[src/ipidg_pkg.sv]
package ipidg_pkg;

  // Fraction bits of the gains and of the stored drive value
  localparam int GAIN_FRAC_BITS = 8;
  localparam int GAIN_W         = 16;
  localparam int DRIVE_W        = 8 + GAIN_FRAC_BITS;
  localparam int ERR_W          = 9;
  localparam int DIFF1_W        = ERR_W + 1;
  localparam int DIFF2_W        = ERR_W + 2;
  localparam int PROD_W         = GAIN_W + DIFF2_W;
  localparam int ACC_W          = PROD_W + 3;

  localparam int CFG_IDX_W      = 3;
  localparam int CFG_DATA_W     = 16;

  localparam logic [7:0] REQUEST_CODE = 8'h7E;

  typedef enum logic [CFG_IDX_W-1:0] {
    CFG_SETPOINT     = 3'd0,
    CFG_GAIN_PROP    = 3'd1,
    CFG_GAIN_INTEG   = 3'd2,
    CFG_GAIN_DERIV   = 3'd3,
    CFG_OUT_MAX      = 3'd4,
    CFG_OUT_MIN      = 3'd5,
    CFG_GLITCH_LIMIT = 3'd6
  } cfg_idx_e;

  localparam logic [6:0]        SETPOINT_RST     = 7'd0;
  localparam logic [GAIN_W-1:0] GAIN_PROP_RST    = 16'd256;
  localparam logic [GAIN_W-1:0] GAIN_INTEG_RST   = 16'd0;
  localparam logic [GAIN_W-1:0] GAIN_DERIV_RST   = 16'd0;
  localparam logic [7:0]        OUT_MAX_RST      = 8'd122;
  localparam logic [7:0]        OUT_MIN_RST      = 8'd1;
  localparam logic [7:0]        GLITCH_LIMIT_RST = 8'd100;

  typedef struct packed {
    logic [6:0]               setpoint;
    logic signed [GAIN_W-1:0] gain_prop;
    logic signed [GAIN_W-1:0] gain_integ;
    logic signed [GAIN_W-1:0] gain_deriv;
    logic [7:0]               out_max;
    logic [7:0]               out_min;
    logic [7:0]               glitch_limit;
  } cfg_t;

  typedef struct packed {
    logic [7:0]              held;
    logic signed [ERR_W-1:0] err1;
    logic signed [ERR_W-1:0] err2;
    logic [DRIVE_W-1:0]      drive;
  } state_t;

  typedef struct packed {
    logic [7:0] tx_byte;
    logic       reply;
  } result_t;

endpackage

[src/incremental_pid_with_glitch_reject.sv]
// Velocity-form PID temperature controller with glitch rejection. Each input word
// is one received byte; each yields exactly one output word, either the control
// value (tuser low) or, for the request byte 0x7E, the setpoint (tuser high).
// Bytes above glitch_limit, but for the request code, are replaced by the last held
// byte before the request check. The block takes one word per clock cycle unless the
// output stalls; a word passes the input register, then the three gain multipliers,
// the sum and the saturation into the output register. The output register lets a new
// word be taken while a result still waits. Write configuration only while idle.
module incremental_pid_with_glitch_reject (
  input  logic                             clk_i,
  input  logic                             rst_ni,
  input  logic                             cfg_we_i,
  input  logic [ipidg_pkg::CFG_IDX_W-1:0]  cfg_idx_i,
  input  logic [ipidg_pkg::CFG_DATA_W-1:0] cfg_wdata_i,
  input  logic                             s_axis_tvalid,
  output logic                             s_axis_tready,
  input  logic [7:0]                       s_axis_tdata,   // [7:0] sample_byte
  output logic                             m_axis_tvalid,
  input  logic                             m_axis_tready,
  output logic [7:0]                       m_axis_tdata,   // [7:0] tx_byte
  output logic                             m_axis_tuser    // [0] is_setpoint_reply
);
  import ipidg_pkg::*;

  cfg_t       cfg;
  state_t     state_q, state_d;
  result_t    res;
  logic       in_valid_q, in_valid_d;
  logic [7:0] in_data_q;
  logic       out_valid_q, out_valid_d;
  result_t    out_q;
  logic       advance;
  logic       s_accept;
  logic       m_accept;

  ipidg_cfg u_cfg (
    .clk_i       (clk_i),
    .rst_ni      (rst_ni),
    .cfg_we_i    (cfg_we_i),
    .cfg_idx_i   (cfg_idx_i),
    .cfg_wdata_i (cfg_wdata_i),
    .cfg_o       (cfg)
  );

  ipidg_step u_step (
    .cfg_i    (cfg),
    .sample_i (in_data_q),
    .state_i  (state_q),
    .result_o (res),
    .state_o  (state_d)
  );

  // move the held word into the output register when that is free or draining
  assign advance       = in_valid_q && (!out_valid_q || m_axis_tready);
  assign s_axis_tready = !in_valid_q || advance;
  assign s_accept      = s_axis_tvalid && s_axis_tready;
  assign m_accept      = out_valid_q && m_axis_tready;

  always_comb begin
    in_valid_d = in_valid_q;
    if (s_accept) begin
      in_valid_d = 1'b1;
    end else if (advance) begin
      in_valid_d = 1'b0;
    end
    out_valid_d = out_valid_q;
    if (advance) begin
      out_valid_d = 1'b1;
    end else if (m_accept) begin
      out_valid_d = 1'b0;
    end
  end

  always_ff @(posedge clk_i or negedge rst_ni) begin
    if (!rst_ni) begin
      in_valid_q  <= 1'b0;
      out_valid_q <= 1'b0;
      state_q     <= '0;
    end else begin
      in_valid_q  <= in_valid_d;
      out_valid_q <= out_valid_d;
      if (advance) begin
        state_q <= state_d;
      end
    end
  end

  always_ff @(posedge clk_i) begin
    if (s_accept) begin
      in_data_q <= s_axis_tdata;
    end
    if (advance) begin
      out_q <= res;
    end
  end

  assign m_axis_tvalid = out_valid_q;
  assign m_axis_tdata  = out_q.tx_byte;
  assign m_axis_tuser  = out_q.reply;

`ifndef SYNTHESIS
  a_advance_fills_out: assert property (@(posedge clk_i) disable iff (!rst_ni)
    advance |=> out_valid_q)
    else $error("word advanced but output register not valid");

  a_reply_holds_code: assert property (@(posedge clk_i) disable iff (!rst_ni)
    advance && res.reply |=> state_q.held == REQUEST_CODE)
    else $error("request did not leave the request code held");

  a_reply_keeps_loop: assert property (@(posedge clk_i) disable iff (!rst_ni)
    advance && res.reply |=> $stable(state_q.drive) && $stable(state_q.err1)
                            && $stable(state_q.err2))
    else $error("request disturbed the control loop state");

  a_empty_takes_word: assert property (@(posedge clk_i) disable iff (!rst_ni)
    !in_valid_q |-> s_axis_tready)
    else $error("empty input register refused a word");
`endif

endmodule

[src/ipidg_cfg.sv]
module ipidg_cfg (
  input  logic                            clk_i,
  input  logic                            rst_ni,
  input  logic                            cfg_we_i,
  input  logic [ipidg_pkg::CFG_IDX_W-1:0] cfg_idx_i,
  input  logic [ipidg_pkg::CFG_DATA_W-1:0] cfg_wdata_i,
  output ipidg_pkg::cfg_t                 cfg_o
);
  import ipidg_pkg::*;

  cfg_t cfg_q;

  always_ff @(posedge clk_i or negedge rst_ni) begin
    if (!rst_ni) begin
      cfg_q.setpoint     <= SETPOINT_RST;
      cfg_q.gain_prop    <= GAIN_PROP_RST;
      cfg_q.gain_integ   <= GAIN_INTEG_RST;
      cfg_q.gain_deriv   <= GAIN_DERIV_RST;
      cfg_q.out_max      <= OUT_MAX_RST;
      cfg_q.out_min      <= OUT_MIN_RST;
      cfg_q.glitch_limit <= GLITCH_LIMIT_RST;
    end else if (cfg_we_i) begin
      unique case (cfg_idx_i)
        CFG_SETPOINT:     cfg_q.setpoint     <= cfg_wdata_i[6:0];
        CFG_GAIN_PROP:    cfg_q.gain_prop    <= cfg_wdata_i[GAIN_W-1:0];
        CFG_GAIN_INTEG:   cfg_q.gain_integ   <= cfg_wdata_i[GAIN_W-1:0];
        CFG_GAIN_DERIV:   cfg_q.gain_deriv   <= cfg_wdata_i[GAIN_W-1:0];
        CFG_OUT_MAX:      cfg_q.out_max      <= cfg_wdata_i[7:0];
        CFG_OUT_MIN:      cfg_q.out_min      <= cfg_wdata_i[7:0];
        CFG_GLITCH_LIMIT: cfg_q.glitch_limit <= cfg_wdata_i[7:0];
        default: ;
      endcase
    end
  end

  assign cfg_o = cfg_q;

endmodule

[src/ipidg_step.sv]
module ipidg_step (
  input  ipidg_pkg::cfg_t    cfg_i,
  input  logic [7:0]         sample_i,
  input  ipidg_pkg::state_t  state_i,
  output ipidg_pkg::result_t result_o,
  output ipidg_pkg::state_t  state_o
);
  import ipidg_pkg::*;

  logic [7:0]                x;
  logic                      reply;
  logic signed [ERR_W-1:0]   err;
  logic signed [DIFF1_W-1:0] diff1;
  logic signed [DIFF2_W-1:0] diff2;
  logic signed [PROD_W-1:0]  p_prop;
  logic signed [PROD_W-1:0]  p_integ;
  logic signed [PROD_W-1:0]  p_deriv;
  logic signed [ACC_W-1:0]   acc;
  logic signed [ACC_W-1:0]   hi;
  logic signed [ACC_W-1:0]   lo;
  logic signed [ACC_W-1:0]   u;

  always_comb begin
    // replace a glitch by the last held byte; the request code passes
    if (sample_i > cfg_i.glitch_limit && sample_i != REQUEST_CODE) begin
      x = state_i.held;
    end else begin
      x = sample_i;
    end
    reply = (x == REQUEST_CODE);

    err   = $signed({2'b00, cfg_i.setpoint}) - $signed({1'b0, x});
    diff1 = DIFF1_W'(err) - DIFF1_W'(state_i.err1);
    diff2 = DIFF2_W'(err) - (DIFF2_W'(state_i.err1) <<< 1) + DIFF2_W'(state_i.err2);

    p_prop  = PROD_W'(cfg_i.gain_prop)  * PROD_W'(diff1);
    p_integ = PROD_W'(cfg_i.gain_integ) * PROD_W'(err);
    p_deriv = PROD_W'(cfg_i.gain_deriv) * PROD_W'(diff2);

    acc = ACC_W'($signed({1'b0, state_i.drive})) + ACC_W'(p_prop)
        + ACC_W'(p_integ) + ACC_W'(p_deriv);

    hi = ACC_W'($signed({1'b0, cfg_i.out_max, {GAIN_FRAC_BITS{1'b0}}}));
    lo = ACC_W'($signed({1'b0, cfg_i.out_min, {GAIN_FRAC_BITS{1'b0}}}));

    // when the limits cross, a sum above the upper limit gets it and any other the lower
    if (acc > hi) begin
      u = hi;
    end else if (acc < lo) begin
      u = lo;
    end else begin
      u = acc;
    end

    state_o      = state_i;
    state_o.held = x;
    if (reply) begin
      result_o.tx_byte = {1'b0, cfg_i.setpoint};
      result_o.reply   = 1'b1;
    end else begin
      result_o.tx_byte = u[GAIN_FRAC_BITS +: 8];
      result_o.reply   = 1'b0;
      state_o.drive    = u[DRIVE_W-1:0];
      state_o.err1     = err;
      state_o.err2     = state_i.err1;
    end
  end

endmodule

[config.mk]
export PLATFORM = sky130hd
export DESIGN_NAME = incremental_pid_with_glitch_reject
export DESIGN_NICKNAME = d
export VERILOG_FILES = /design/src/ipidg_pkg.sv /design/src/incremental_pid_with_glitch_reject.sv /design/src/ipidg_cfg.sv /design/src/ipidg_step.sv
export SDC_FILE = /design/constraint.sdc
export NUM_CORES = 2
export LEC_CHECK = 0
export ABC_AREA = 1
export BUFFER_PORTS_ARGS = -buffer_cell sky130_fd_sc_hd__buf_4
export CORE_MARGIN = 3
export CORE_UTILIZATION = 60
export DETAILED_ROUTE_END_ITERATION = 12
export GPL_TIMING_DRIVEN = 0
export PLACE_DENSITY = 0.84
export SYNTH_ARGS = -nofsm -noshare
export SYNTH_HDL_FRONTEND = slang
export SYNTH_SLANG_ARGS = --single-unit
[constraint.sdc]
create_clock -name clk_i -period 19.1 [get_ports clk_i]
set_clock_uncertainty 0.1 [all_clocks]
set_input_delay 2.865 -clock clk_i [delete_from_list [all_inputs] [get_ports clk_i]]
set_output_delay 2.865 -clock clk_i [all_outputs]
set_load 0.005 [all_outputs]
Word level (Yosys, flattened, before mapping)

Index checks and enable logic that the tools add are counted.

Add/subtract/negate cells: 7
Multiply operators: 3
Order comparisons: 3
Equal/unequal tests: 8
Muxes and demuxes: 8
Bitwise operators: 1
Reduce and logical (&&, ||, !) cells: 19

Operator list:

| operator             | count |
|---|---|
| $mux W16             | 2 |
| $add A30 B27 Y30     | 1 |
| $gt A30 B17 Y1       | 1 |
| $lt A30 B17 Y1       | 1 |
| $add A27 B25 Y28     | 1 |
| $add A17 B26 Y27     | 1 |
| $mul A16 B11 Y27     | 1 |
| $mul A16 B10 Y26     | 1 |
| $mul A16 B9 Y25      | 1 |
| $mux W8              | 2 |
| $reduce_and A2 Y1    | 8 |
| $add A11 B9 Y11      | 1 |
| $sub A9 B10 Y11      | 1 |
| $sub A9 B9 Y10       | 1 |
| $eq A3 B3 Y1 const B | 3 |
| $sub A7 B8 Y9        | 1 |
| $eq A8 B7 Y1 const B | 1 |
| $gt A8 B8 Y1         | 1 |
| $ne A8 B7 Y1 const B | 1 |
| $eq A3 B2 Y1 const B | 2 |
| $logic_and A1 B1 Y1  | 4 |
| $mux W1              | 4 |
| $reduce_bool A2 Y1   | 2 |
| $eq A3 B1 Y1 const B | 1 |
| other kinds (4)      | 6 |

Register bits: 140
Bits of input ports: 32
Output and inout port bits: 11
Word-level logic and storage cells: 66

Logic depth before layout (Yosys ltp)

Word-level depth: 13
Gate-level depth with buffers: 83
Depth with buffers taken out: 81

Cells and area by module

From an unflattened synthesis, not the netlist that was laid out.

Cell total of the unflattened synthesis: 3425
Area, all modules: 27520.1 um2

By module, submodules not included:

| module                             | times used | cells each | area an instance (um2) | seq. area each (um2) |
|---|---|---|---|---|
| ipidg_step                         | 1          | 2863       | 22073.7                | 0.0 |
| ipidg_cfg                          | 1          | 353        | 3166.8                 | 1989.4 |
| incremental_pid_with_glitch_reject | 1          | 209        | 2279.7                 | 1611.5 |

Worst setup path after synthesis

Ideal clock, no wire load.

Path kind: register to register
Start point: register u_cfg.cfg_q, in the netlist u_cfg.cfg_o[5]
End point: register out_q, in the netlist m_axis_tdata[4], data pin
Library setup time: 0.253 ns
Arrival time: 13.714 ns
Required time: 18.747 ns
Setup slack: 5.033 ns
Cell stages (with the launch flop): 77
Path buffers: 3
Clock period less this slack: 14.067 ns
Cells stage by stage: dfstp_2 -> inv_1 -> ha_1 -> a21oi_1 -> nand3b_1 -> nand3_2 -> nand2_4 -> buf_6 -> nand2_1 -> o21a_1 -> inv_1 -> ha_1 -> inv_1 -> ha_1 -> inv_1 -> nand2_1 -> nand3_1 -> nand2_1 -> [41 not listed] -> nand2_1 -> xor2_1 -> ha_1 -> nand2_1 -> inv_1 -> o21ai_0 -> o211ai_1 -> nand2_1 -> nand2_1 -> o31ai_1 -> inv_1 -> nor2_1 -> nand3_2 -> nand2_4 -> buf_6 -> nand3_1 -> nand3_1 -> nand2_1

RTL lines:

| item                 | RTL line                                 | RTL |
|---|---|---|
| start, declared      | ipidg_cfg.sv:11                          | `cfg_t cfg_q;` |
| end signal, assigned | incremental_pid_with_glitch_reject.sv:93 | `out_q <= res;` |
| end, declared        | incremental_pid_with_glitch_reject.sv:31 | `result_t out_q;` |

==> flow_metrics.env <==
export IMPL_holdBufCountCts=0
export IMPL_gp_congestion=0.9492
export IMPL_mostFrequentLayoutCell="inv_1"
export IMPL_io_pin_count=43
export IMPL_grt_pass1_wl_um=118600
export IMPL_post_drt_via_cell_ratio=5.527
export IMPL_period_share=0.9331
export IMPL_grt_max_degree=68
export IMPL_critPathArrivalTime_ns=17.92
export IMPL_hold_viol_final=0
export IMPL_antenna_found_initial=2
export IMPL_avgSynthCellArea_um2=8.351
export IMPL_critical_path_class="reg -> reg"
export IMPL_finalMaxSlewViolations=0
export IMPL_row_count=77
export IMPL_wire_per_inst_um=18.43
export IMPL_core_mm2=0.04441
export IMPL_timing_setup_tns_ns=0
export IMPL_relSlewSlack=0.2006
export IMPL_slowest_delay_ns=0.95
export IMPL_ys_ff_latch=140
export IMPL_cp_required_ns=19.19
export IMPL_fin_area_mm2=0.02874
export IMPL_fill_cells=3585
export IMPL_yosys_warnings=0
export IMPL_routed_wl_um=72040
export IMPL_drc=0
export IMPL_syn_nets=4028
export IMPL_seq_area_frac_synth=0.1330
export IMPL_syn_inst=3241
export IMPL_cts_buffers=17
export IMPL_first_pass_iters=7
export IMPL_die_w_um=218.4
export IMPL_grtUsageTotal=0.3213
export IMPL_rsz0062_at_grt="no"
export IMPL_dieArea_mm2=0.04770
export IMPL_die_y_um=218.4
export IMPL_drt_iter0_markers=2016
export IMPL_hpwl_um=61030
export IMPL_min_path_type="reg -> reg"
export IMPL_grt_pass1_vias=22370
export IMPL_multi_input_area_mm2=0.02006
export IMPL_cp_common_cell="inv_1"
export IMPL_cts_path_max_buffers=2
export IMPL_cts_resized_gates=0
export IMPL_ys_types=53
export IMPL_worstSetupStartpointType="flop"
export IMPL_clkTransAtPathRegs_ns=0.07
export IMPL_placed_area_mm2=0.02815
export IMPL_cp_max_fo=11
export IMPL_grt_overflow=0
export IMPL_maxCapViolCount=0
export IMPL_area_growth_pct=6.176
export IMPL_status="complete, no violations"
export IMPL_clk_latency_ns=0.45
export IMPL_syn_cell_area_mm2=0.02707
export IMPL_tightest_slew_ns=1.195
export IMPL_root_buffer="clkbuf_16"
export IMPL_final_cell_mix="793 x inv_1, 707 x nand2_1, 547 x fa_1"
export IMPL_numPortBuffers=42
export IMPL_htree_levels=4
export IMPL_initial_core_util=0.6094
export IMPL_fmax_ghz=0.05611
export IMPL_fin_crit_ns=17.82
export IMPL_clkSinkCount=140
export IMPL_drive_gt1_frac=0.04765
export IMPL_via_count=21600
export IMPL_ant_nets=0
export IMPL_nNetsFinal=4090
export IMPL_ys_flop_type="dfrtp_1"
export IMPL_synth_edf_count=17
export IMPL_async_flop_share=0.8786
export IMPL_ff_latch_area_mm2=0.003601
export IMPL_crit_slowest_cell="xor2_1"
export IMPL_r2r_slack_ns=1.28
export IMPL_cts_tree="yes"
export IMPL_cts_post_setup_buffers_inserted=0
export IMPL_critPathCaptureType="flop"
export IMPL_finalSetupViolations=0
## cell usage after synthesis (7+ instances only)
cell / instances / share of area
nand3b_1: 9 / 0.0025
buf_2: 8 / 0.0015
inv_2: 8 / 0.0011
edfxtp_1: 17 / 0.019
nand4_1: 14 / 0.0032
o21ai_1: 10 / 0.0018
dfrtp_1: 113 / 0.10
fa_1: 547 / 0.40
clkbuf_1: 60 / 0.0083
nand3_1: 122 / 0.023
ha_1: 208 / 0.096
dfstp_2: 10 / 0.0097
xor2_1: 32 / 0.010
a21oi_1: 60 / 0.011
o21ai_0: 122 / 0.023
nand2_2: 19 / 0.0044
nor2_1: 280 / 0.039
inv_1: 793 / 0.11
nor3_1: 7 / 0.0013
nand2_1: 707 / 0.098
xnor2_1: 20 / 0.0065
or2_2: 10 / 0.0023
## sequential cells by signal, summed over array words and instances (netlist names)
| name | cells |
|---|---|
| u_cfg.cfg_o | 79 |
| m_axis_tdata | 8 |
| in_data_q | 8 |
| state_q | 42 |
| in_valid_q | 1 |
| m_axis_tuser | 1 |
| m_axis_tvalid | 1 |
## final cells by class
class,instances,area share
multi-input cells,2215,0.6981
flip-flops and latches,140,0.1253
inverters,808,0.1058
well taps,592,0.02577
clock buffers,17,0.01480
plain buffers,78,0.01276
repair buffers,43,0.01206
clock inverters,15,0.005355
diodes,1,0.00008707
## critical path: cells and delay by family, from the launching register on
| family | cells | cell delay [ns] |
|---|---|---|
| simple gates | 21 | 3.08 |
| compound gates | 11 | 2.78 |
| xor+xnor | 3 | 1.54 |
| flops | 1 | 0.54 |
| fa+ha+maj | 19 | 7.09 |
| buf+inv | 18 | 2.38 |
## per-layer routing
metal / track usage / wire (µm)
met1: 0.4320 / 27580
met2: 0.5046 / 32860
met3: 0.07272 / 7686
met4: 0.1413 / 3891
met5: 0 / 23
## stage by stage
step | worst slack (ns) | cells | util | hold slack (ns)
after floorplan | 5.033 | 3241 | - | 0.3444
after global placement | 1.967 | 3875 | 0.6332 | 0.3657
after detailed placement | 1.818 | 3876 | 0.6339 | 0.3734
after CTS | 1.656 | 3908 | 0.6470 | 0.3931
after global routing | 0.6475 | 3908 | 0.6470 | 0.4165
final | 1.278 | 3909 | 0.6471 | 0.3900
## final timing paths
path / from / end / cells past startpoint
setup / recovery: u_cfg.cfg_o[5]$_DFFE_PN1P_ / m_axis_tdata[5]$_DFFE_PP_ / 72
min in group asynchronous: rst_ni / u_cfg.cfg_o[9]$_DFFE_PN0P_ / 1
hold reg to reg: u_cfg.cfg_o[4]$_DFFE_PN0P_ / u_cfg.cfg_o[4]$_DFFE_PN0P_ / 2
hold / removal: u_cfg.cfg_o[4]$_DFFE_PN0P_ / u_cfg.cfg_o[4]$_DFFE_PN0P_ / 2
setup reg to reg: u_cfg.cfg_o[5]$_DFFE_PN1P_ / m_axis_tdata[5]$_DFFE_PP_ / 72
max in group asynchronous: rst_ni / u_cfg.cfg_o[64]$_DFFE_PN1P_ / 2
## kinds of logic (layout without fill, tap and decap cells)
| logic type | count (synthesis) | after routing | share of synthesized area |
|---|---|---|---|
| compound gates | 222 | 222 | 0.04419 |
| simple gates | 1186 | 1186 | 0.1794 |
| flops | 140 | 140 | 0.1330 |
| other cells | 0 | 1 | 0 |
| buf+inv | 886 | 961 | 0.1258 |
| fa+ha+maj | 755 | 755 | 0.5007 |
| xor+xnor | 52 | 52 | 0.01683 |
Power is not shown: default switching activity piles up to over one toggle a cycle in this logic, so the estimate is an artifact.
